`src/hw/rtl/drc_pkg.sv`:
```
package drc_pkg;

	localparam int unsigned SPEED_W = 8;
	localparam int unsigned TIME_W  = 32;
	localparam int unsigned DIR_W   = 4;

	localparam logic [SPEED_W-1:0] SPEED_MAX           = 8'd255;
	localparam logic [SPEED_W-1:0] RESET_DEFAULT_SPEED = 8'd125;
	localparam logic [SPEED_W-1:0] RESET_ACCEL         = 8'd8;
	localparam logic [SPEED_W-1:0] RESET_DECEL         = 8'd12;
	localparam logic [TIME_W-1:0]  RESET_TIMEOUT       = 32'd1000;

	// item kinds
	localparam logic [1:0] CMD_MESSAGE  = 2'd0;
	localparam logic [1:0] CMD_TICK     = 2'd1;
	localparam logic [1:0] CMD_WATCHDOG = 2'd2;
	localparam logic [1:0] CMD_NONE     = 2'd3;

	// message codes
	localparam logic [7:0] MSG_BACK      = 8'd2;
	localparam logic [7:0] MSG_LEFT      = 8'd4;
	localparam logic [7:0] MSG_STOP      = 8'd5;
	localparam logic [7:0] MSG_RIGHT     = 8'd6;
	localparam logic [7:0] MSG_ROT_LEFT  = 8'd7;
	localparam logic [7:0] MSG_FWD       = 8'd8;
	localparam logic [7:0] MSG_ROT_RIGHT = 8'd9;
	localparam logic [7:0] MSG_SET_SPEED = 8'd10;
	localparam logic [7:0] MSG_RESTART   = 8'd66;

	// register indexes
	localparam logic [1:0] REG_ACCEL   = 2'd0;
	localparam logic [1:0] REG_DECEL   = 2'd1;
	localparam logic [1:0] REG_TIMEOUT = 2'd2;
	localparam logic [1:0] REG_UNUSED  = 2'd3;

	typedef enum logic [2:0] {
		MOT_STOP      = 3'd0,
		MOT_FWD       = 3'd1,
		MOT_BACK      = 3'd2,
		MOT_LEFT      = 3'd3,
		MOT_RIGHT     = 3'd4,
		MOT_ROT_LEFT  = 3'd5,
		MOT_ROT_RIGHT = 3'd6
	} motion_t;

	typedef struct packed {
		logic [SPEED_W-1:0] accel_step;
		logic [SPEED_W-1:0] decel_step;
		logic [TIME_W-1:0]  silence_timeout_ms;
	} cfg_t;

	typedef struct packed {
		logic [1:0]         command;
		logic [7:0]         msg_code;
		logic               speed_present;
		logic [31:0]        speed_value;
		logic [TIME_W-1:0]  now_ms;
	} item_t;

	typedef struct packed {
		logic [DIR_W-1:0]   wheel_dirs;
		logic [SPEED_W-1:0] pwm_duty;
		logic [2:0]         active_motion;
		logic               activity_led;
		logic               restart_request;
		logic               unknown_message;
	} result_t;

	function automatic logic [DIR_W-1:0] motion_pattern(input motion_t m);
		logic [DIR_W-1:0] p;
		unique case (m)
			MOT_FWD:       p = 4'hF;
			MOT_LEFT:      p = 4'h5;
			MOT_RIGHT:     p = 4'hA;
			MOT_ROT_LEFT:  p = 4'h9;
			MOT_ROT_RIGHT: p = 4'h6;
			default:       p = 4'h0;
		endcase
		return p;
	endfunction

endpackage

```
`src/hw/rtl/drive_command_ramp_controller.sv`:
```
// path: a request accepted into the input register moves on to the result
//   register and shows on m_tdata, unless a held result stalls it in stage 1
// throughput: one request per cycle while the result register drains; the state
//   update is one pass of logic between the input register and the result register
// stalls: a held result blocks new requests only once stage 1 is full too
// reset: arst_n clears the valid bits of both stages, the controller state
//   and the configuration registers to their reset values at once
module drive_command_ramp_controller
	import drc_pkg::*;
(
	input  logic        clk,
	input  logic        arst_n,
	// request stream
	input  logic        s_tvalid,
	output logic        s_tready,
	// bits: msg_code[7:0], speed_present[8], speed_value[40:9], now_ms[72:41]
	input  logic [79:0] s_tdata,
	// bits: command[1:0]
	input  logic [1:0]  s_tuser,
	// result stream
	output logic        m_tvalid,
	input  logic        m_tready,
	// bits: wheel_dirs[3:0], pwm_duty[11:4], active_motion[14:12],
	//   activity_led[15], restart_request[16], unknown_message[17]
	output logic [23:0] m_tdata,
	// configuration port
	input  logic        psel,
	input  logic        penable,
	input  logic        pwrite,
	input  logic [3:0]  paddr,
	input  logic [31:0] pwdata,
	output logic [31:0] prdata,
	output logic        pready
);

	cfg_t    cfg;
	item_t   item_s1;
	logic    valid_s1;
	result_t res;
	result_t res_s2;
	logic    valid_s2;
	logic    advance;

	// stage 1 moves on when the result register is empty or being drained
	assign advance  = valid_s1 && (!valid_s2 || m_tready);
	assign s_tready = !valid_s1 || advance;

	drc_cfg_regs u_cfg (
		.clk     (clk),
		.arst_n  (arst_n),
		.psel    (psel),
		.penable (penable),
		.pwrite  (pwrite),
		.paddr   (paddr),
		.pwdata  (pwdata),
		.prdata  (prdata),
		.pready  (pready),
		.cfg     (cfg)
	);

	// input register
	always_ff @(posedge clk or negedge arst_n) begin
		if (!arst_n) begin
			valid_s1 <= 1'b0;
		end else if (s_tready) begin
			valid_s1 <= s_tvalid;
		end
	end

	always_ff @(posedge clk) begin
		if (s_tvalid && s_tready) begin
			item_s1.command       <= s_tuser;
			item_s1.msg_code      <= s_tdata[7:0];
			item_s1.speed_present <= s_tdata[8];
			item_s1.speed_value   <= s_tdata[40:9];
			item_s1.now_ms        <= s_tdata[72:41];
		end
	end

	// state update commits when the request leaves stage 1
	drc_core u_core (
		.clk     (clk),
		.arst_n  (arst_n),
		.cfg     (cfg),
		.item    (item_s1),
		.step_en (advance),
		.res     (res)
	);

	// result register
	always_ff @(posedge clk or negedge arst_n) begin
		if (!arst_n) begin
			valid_s2 <= 1'b0;
		end else if (advance) begin
			valid_s2 <= 1'b1;
		end else if (m_tready) begin
			valid_s2 <= 1'b0;
		end
	end

	always_ff @(posedge clk) begin
		if (advance)
			res_s2 <= res;
	end

	assign m_tvalid = valid_s2;
	assign m_tdata  = {6'd0, res_s2.unknown_message, res_s2.restart_request,
		res_s2.activity_led, res_s2.active_motion, res_s2.pwm_duty, res_s2.wheel_dirs};

	// a stalled result with a full stage 1 must block new requests
	a_stall_blocks: assert property (@(posedge clk) disable iff (!arst_n)
		(valid_s1 && valid_s2 && !m_tready) |-> !s_tready)
		else $error("request taken while both stages stalled");

	// speed can only be nonzero while a motion is active
	a_stop_no_duty: assert property (@(posedge clk) disable iff (!arst_n)
		(m_tvalid && res_s2.active_motion == MOT_STOP) |-> (res_s2.pwm_duty == '0))
		else $error("duty nonzero while stopped");

	// an unknown message still counts as activity
	a_unknown_led: assert property (@(posedge clk) disable iff (!arst_n)
		(m_tvalid && res_s2.unknown_message) |-> res_s2.activity_led)
		else $error("unknown message without activity indication");

	// a result appears the cycle after stage 1 hands over
	a_advance_fills: assert property (@(posedge clk) disable iff (!arst_n)
		advance |=> m_tvalid)
		else $error("result register not loaded");

endmodule

```
`src/hw/rtl/drc_cfg_regs.sv`:
```
module drc_cfg_regs
	import drc_pkg::*;
(
	input  logic        clk,
	input  logic        arst_n,
	input  logic        psel,
	input  logic        penable,
	input  logic        pwrite,
	input  logic [3:0]  paddr,
	input  logic [31:0] pwdata,
	output logic [31:0] prdata,
	output logic        pready,
	output cfg_t        cfg
);

	cfg_t       cfg_q;
	logic [1:0] idx;
	logic       wr_en;

	assign idx    = paddr[3:2];
	assign wr_en  = psel && penable && pwrite && pready;
	assign pready = 1'b1;
	assign cfg    = cfg_q;

	always_ff @(posedge clk or negedge arst_n) begin
		if (!arst_n) begin
			cfg_q.accel_step         <= RESET_ACCEL;
			cfg_q.decel_step         <= RESET_DECEL;
			cfg_q.silence_timeout_ms <= RESET_TIMEOUT;
		end else if (wr_en) begin
			unique case (idx)
				REG_ACCEL:   cfg_q.accel_step         <= pwdata[SPEED_W-1:0];
				REG_DECEL:   cfg_q.decel_step         <= pwdata[SPEED_W-1:0];
				REG_TIMEOUT: cfg_q.silence_timeout_ms <= pwdata;
				default: ;
			endcase
		end
	end

	always_comb begin
		unique case (idx)
			REG_ACCEL:   prdata = {24'd0, cfg_q.accel_step};
			REG_DECEL:   prdata = {24'd0, cfg_q.decel_step};
			REG_TIMEOUT: prdata = cfg_q.silence_timeout_ms;
			default:     prdata = 32'd0;
		endcase
	end

endmodule

```
`src/hw/rtl/drc_core.sv`:
```
module drc_core
	import drc_pkg::*;
(
	input  logic    clk,
	input  logic    arst_n,
	input  cfg_t    cfg,
	input  item_t   item,
	input  logic    step_en,
	output result_t res
);

	typedef struct packed {
		motion_t            req_motion;
		motion_t            cur_motion;
		logic [SPEED_W-1:0] req_speed;
		logic [SPEED_W-1:0] cur_speed;
		logic [SPEED_W-1:0] def_speed;
		logic [TIME_W-1:0]  last_time;
		logic               led;
		logic [DIR_W-1:0]   dirs;
	} state_t;

	state_t             st_q;
	state_t             nxt;
	logic [SPEED_W-1:0] msg_speed;
	logic               restart;
	logic               unknown;
	motion_t            cm;
	logic [SPEED_W-1:0] target;
	logic [SPEED_W:0]   up_sum;
	logic [SPEED_W:0]   dn_lim;
	logic [TIME_W-1:0]  elapsed;

	always_comb begin
		nxt       = st_q;
		restart   = 1'b0;
		unknown   = 1'b0;
		cm        = st_q.cur_motion;
		target    = '0;
		// saturate carried speed word
		msg_speed = st_q.def_speed;
		if (item.speed_present)
			msg_speed = (|item.speed_value[31:SPEED_W]) ? SPEED_MAX
				: item.speed_value[SPEED_W-1:0];
		up_sum  = {1'b0, st_q.cur_speed} + {1'b0, cfg.accel_step};
		dn_lim  = '0;
		elapsed = item.now_ms - st_q.last_time;

		unique case (item.command)
			CMD_MESSAGE: begin
				unique case (item.msg_code)
					MSG_RESTART: restart = 1'b1;
					MSG_FWD: begin
						nxt.req_motion = MOT_FWD;
						nxt.req_speed  = msg_speed;
					end
					MSG_BACK: begin
						nxt.req_motion = MOT_BACK;
						nxt.req_speed  = msg_speed;
					end
					MSG_LEFT: begin
						nxt.req_motion = MOT_LEFT;
						nxt.req_speed  = msg_speed;
					end
					MSG_STOP: begin
						nxt.req_motion = MOT_STOP;
						nxt.req_speed  = '0;
					end
					MSG_RIGHT: begin
						nxt.req_motion = MOT_RIGHT;
						nxt.req_speed  = msg_speed;
					end
					MSG_ROT_LEFT: begin
						nxt.req_motion = MOT_ROT_LEFT;
						nxt.req_speed  = msg_speed;
					end
					MSG_ROT_RIGHT: begin
						nxt.req_motion = MOT_ROT_RIGHT;
						nxt.req_speed  = msg_speed;
					end
					MSG_SET_SPEED: begin
						nxt.def_speed = msg_speed;
						if (st_q.req_motion != MOT_STOP)
							nxt.req_speed = msg_speed;
					end
					default: unknown = 1'b1;
				endcase
				if (!restart) begin
					nxt.last_time = item.now_ms;
					nxt.led       = 1'b1;
				end
			end
			CMD_TICK: begin
				// motion changes only at standstill
				if (st_q.cur_motion != st_q.req_motion && st_q.cur_speed == '0) begin
					cm = st_q.req_motion;
					if (cm != MOT_STOP)
						nxt.dirs = motion_pattern(cm);
				end
				nxt.cur_motion = cm;
				if (cm == st_q.req_motion)
					target = st_q.req_speed;
				dn_lim = {1'b0, target} + {1'b0, cfg.decel_step};
				if (st_q.cur_speed < target) begin
					nxt.cur_speed = (up_sum > {1'b0, target}) ? target
						: up_sum[SPEED_W-1:0];
				end else if (st_q.cur_speed > target) begin
					nxt.cur_speed = ({1'b0, st_q.cur_speed} < dn_lim) ? target
						: st_q.cur_speed - cfg.decel_step;
				end
			end
			CMD_WATCHDOG: begin
				if (elapsed > cfg.silence_timeout_ms) begin
					nxt.led        = 1'b0;
					nxt.last_time  = item.now_ms;
					nxt.req_motion = MOT_STOP;
					nxt.req_speed  = '0;
				end
			end
			default: ;
		endcase

		res.wheel_dirs      = nxt.dirs;
		res.pwm_duty        = nxt.cur_speed;
		res.active_motion   = nxt.cur_motion;
		res.activity_led    = nxt.led;
		res.restart_request = restart;
		res.unknown_message = unknown;
	end

	always_ff @(posedge clk or negedge arst_n) begin
		if (!arst_n) begin
			st_q.req_motion <= MOT_STOP;
			st_q.cur_motion <= MOT_STOP;
			st_q.req_speed  <= '0;
			st_q.cur_speed  <= '0;
			st_q.def_speed  <= RESET_DEFAULT_SPEED;
			st_q.last_time  <= '0;
			st_q.led        <= 1'b0;
			st_q.dirs       <= '0;
		end else if (step_en) begin
			st_q <= nxt;
		end
	end

endmodule

```
`config.mk`:
```
export PLATFORM = sky130hd
export DESIGN_NAME = drive_command_ramp_controller
export DESIGN_NICKNAME = d
export VERILOG_FILES = /design/src/hw/rtl/drc_pkg.sv /design/src/hw/rtl/drive_command_ramp_controller.sv /design/src/hw/rtl/drc_cfg_regs.sv /design/src/hw/rtl/drc_core.sv
export SDC_FILE = /design/constraint.sdc
export NUM_CORES = 1
export LEC_CHECK = 0
export BUFFER_PORTS_ARGS = -buffer_cell sky130_fd_sc_hd__buf_2
export CAP_MARGIN = 40
export CELL_PAD_IN_SITES_DETAIL_PLACEMENT = 0
export CELL_PAD_IN_SITES_GLOBAL_PLACEMENT = 2
export CORE_MARGIN = 1
export CORE_UTILIZATION = 40
export CTS_CLUSTER_DIAMETER = 150
export DETAILED_ROUTE_END_ITERATION = 10
export PLACE_DENSITY = 0.85
export SYNTH_ARGS = -nofsm -noshare
export SYNTH_HDL_FRONTEND = slang
export SYNTH_SLANG_ARGS = --single-unit
```
`constraint.sdc`:
```
create_clock -name clk -period 7.7 [get_ports clk]
set_input_delay 0.77 -clock clk [delete_from_list [all_inputs] [get_ports clk]]
set_output_delay 0.77 -clock clk [all_outputs]
set_load 0.02 [all_outputs]
```
==> results by group <==
Critical path
  – Crit path launch: item_s1[0]$_DFFE_PP_
  – Setup Crit Path Kind: reg2reg
  – CP startpoint kind: flop
  – Worst-path maximum fanout: 32
  – Reg-to-reg slack, setup: about 2 ns
  – Worst EP arrival: just over 6 ns
  – Crit path to: u_core.st_q[6]$_DFFE_PN0P_
  – CP required: a little over 8 ns
  – R2R Path Start: item_s1[0]$_DFFE_PP_
  – R2R depth: 21
  – Worst setup EP type: flop
  – R2r endpoint: u_core.st_q[6]$_DFFE_PN0P_

STA
  – Setup Viol. Count Final: 0
  – Hold_ws: between 0.15 and 0.2 ns
  – Pins Over Slew Limit: 0
  – Post-route minimum period: between 5 and 6 ns
  – Maximum clock frequency: approximately 0.18 GHz
  – Layout Skew: between 0.01 and 0.015 ns
  – Worst-Margin Slew: between 0.9 and 1 ns
  – Final hold violations: 0
  – Sum Neg Setup Slack: 0 ns
  – Tcrit/Tclk final: 0.7336
  – Rel. slew slack: 0.3797
  – RSZ-0062 raised after global routing: no

Clock network
  – CTS Buf Count: 24
  – Worst skew pair latency: 0.52 ns
  – Clock buffer depth: 3
  – H-tree depth: 1
  – Cts hold-fix bufs: 0
  – Root Buffer: clkbuf_16
  – CTS tree: done
  – PostCTS Resize Cnt: 0
  – CTS Sinks: 210
  – Clock slew at reported path FFs: roughly 0.060 ns
  – Post CTS Setup Buffer Count: 0

Worst hold path
  – Worst min path class: in2async

Logic synthesis
  – Ys async rst share: 0.5571
  – Register area share after synthesis: 0.4513
  – Synth Cell Area: roughly 13000 um2
  – Cell count after synthesis: 1208
  – Count of different cell masters after synthesis: between 70 and 80
  – Number of flops mapped to enable cells by yosys: 93
  – Main synth FF type: dfrtp_1
  – Syn_area_per_cell: 10.53 um2
  – Synth warn: 0
  – Yosys reg bits: between 200 and 250

Layout
  – Post-route insts no fill: between 1.5k and 2k
  – Area Growth Syn to Fin: 16.06%
  – Fillers: a little under 3k
  – Layout cell share with drive strength beyond 1: 0.2118
  – Final-stage net count: ~1.6k
  – Ant. Diodes: 0

Routing
  – Pre-antenna DRT Iters: 5
  – Total length of routed wires: just over 30000 um
  – Final antenna-violating net count: 0
  – Via Count: between 9k and 10k
  – DRC: 0
  – Wire per inst: 17.04 um
  – First DRT Iteration DRCs: about 550
  – Vias per cell: ~5.2

Global routing
  – Initial antenna violation count: 0
  – Number of global-route vias before repair: roughly 9.3k
  – Tot GR Track Use: 0.1862
  – Pin count of the biggest net entering global routing: 64
  – Total gr overflow: 0
  – First-pass GRT wire length: about 49000 um

Job
  – Number of max-cap violations: 0

Floorplan
  – Die Y: about 180 um
  – Initial Util: 0.4114
  – Die width: approximately 180 um
  – Row count: 64
  – Die Footprint: 32510 um2
  – Io pins: around 180
  – Total core area: approximately 30000 um2

Placement
  – GPL Wtd Cong: about 0.91
  – Placed cells: around 1.7k
  – Port Buffer Count: around 170
  – Dpl hpwl: around 23000 um

Run status
  – Status: complete, no violations

Pwr
  – PD cells: 387.2 nW/um2
  – Worst vdd ir: 155.8 uV
  – Static Leakage: roughly 6.6 nW
-- routing by layer --
metal  vias up  wire [um]  GRT usage
met1      4411      13670     0.2347
met5         -          0          0
li1       4661          -          -
met4         0        610    0.04855
met2       143      14970     0.3322
met3        33       1146    0.02708
-- sequential cells by signal, summed over array words and instances, names as in the netlist --
signal / count
item_s1: 75
m_tdata: 18
m_tvalid: 1
u_cfg.cfg: 48
u_core.st_q: 67
valid_s1: 1
-- how the worst min path moves through the flow --
stage	endpoint	from	slack [ns]
2_1_floorplan	m_tvalid$_DFFE_PN0P_	valid_s1$_DFFE_PN0N_	0.46
3_3_place_gp	m_tvalid$_DFFE_PN0P_	valid_s1$_DFFE_PN0N_	0.47
3_5_place_dp	m_tvalid$_DFFE_PN0P_	valid_s1$_DFFE_PN0N_	0.48
4_1_cts	u_core.st_q[36]$_DFFE_PN0P_	arst_n	0.20
5_1_grt	u_core.st_q[30]$_DFFE_PN0P_	arst_n	0.22
6_report	u_core.st_q[36]$_DFFE_PN0P_	arst_n	0.20
-- area by class of cell --
class / instances / area [um2] / area share
Clock buffer: 31 / 668.1 / 0.04527
Sequential cell: 210 / 5739 / 0.3889
Tap cell: 396 / 495.5 / 0.03357
Timing Repair Buffer: 173 / 913.4 / 0.06189
Inverter: 116 / 435.4 / 0.02950
Clock inverter: 12 / 166.4 / 0.01128
Multi-Input combinational cell: 846 / 6340 / 0.4296
-- worst max-delay path: stages (launching register included) --
cell and delay, ns:
edfxtp_1 0.39, inv_1 0.07, ha_1 0.17, inv_1 0.06
fa_1 0.40, a21oi_1 0.25, o211ai_1 0.15, a31oi_1 0.29
o21bai_1 0.21, a221oi_1 0.37, o31ai_1 0.13, a21oi_1 0.19
xnor2_1 0.09, ha_1 0.30, nand4_1 0.11, nor2_1 0.29
o2111ai_1 0.19, a41oi_2 0.25, o21ai_2 0.15, a211o_4 0.39
nor2_8 0.63, mux2_1 0.38
-- metrics by stage --
step                worst slack, ns    util  area [um2]  power, mW
finish                        2.051  0.4775       14760      5.714
global route                  1.690  0.4775       14760      6.194
detailed placement            2.055  0.4505       13920      4.528
CTS                           2.000  0.4775       14760      5.762
floorplan                     3.280       -       12730      3.809
global placement              2.073  0.4488       13870      4.479
-- synthesized netlist by cell type, types with 23 or more instances --
library cell  number  area share
a21o_1            27       0.016
edfxtp_1          93        0.22
a21oi_1           68       0.027
clkbuf_1          29      0.0086
mux2i_1           26       0.020
ha_1             109        0.11
o21ai_0           76       0.030
dfrtp_1          102        0.20
nor2_1            52       0.015
mux2_2            23       0.020
nand2_1          108       0.032
inv_1            115       0.034
xnor2_1           32       0.022
and2_1            31       0.015
mux2_4            30       0.035
-- report_power, final --
group | total, mW | switching, mW | internal, mW
sequential | 1.62 | 0.199 | 1.43
clock | 1.20 | 0.456 | 0.744
combinational | 2.89 | 1.61 | 1.28
total | 5.71 | 2.27 | 3.45
-- layout by cell type, fill, tap and decap left out, types with 15 or more instances in the layout --
cell / n
dfstp_2: 15
mux2i_1: 26
nand2_1: 108
and2_1: 30
inv_1: 115
ha_1: 109
o21ai_0: 76
nor2_1: 52
dfrtp_1: 102
a21o_1: 27
edfxtp_1: 93
mux2_4: 30
buf_2: 167
mux2_2: 23
nand3_1: 22
clkbuf_16: 25
xor2_1: 17
a21oi_1: 68
xnor2_1: 32
-- cell families after synthesis --
logic type	count (synthesis)	share of synthesized area
muxes	84	0.08068
DFF	210	0.4513
AOI/OAI and AO/OA	284	0.1469
buffers and inverters	157	0.05235
adders and majority gates	113	0.1135
xor gates and xnor gates	49	0.03375
other	2	0.0005906
and+or+nand+nor	309	0.1208
Power figures use the tool's default switching activity.
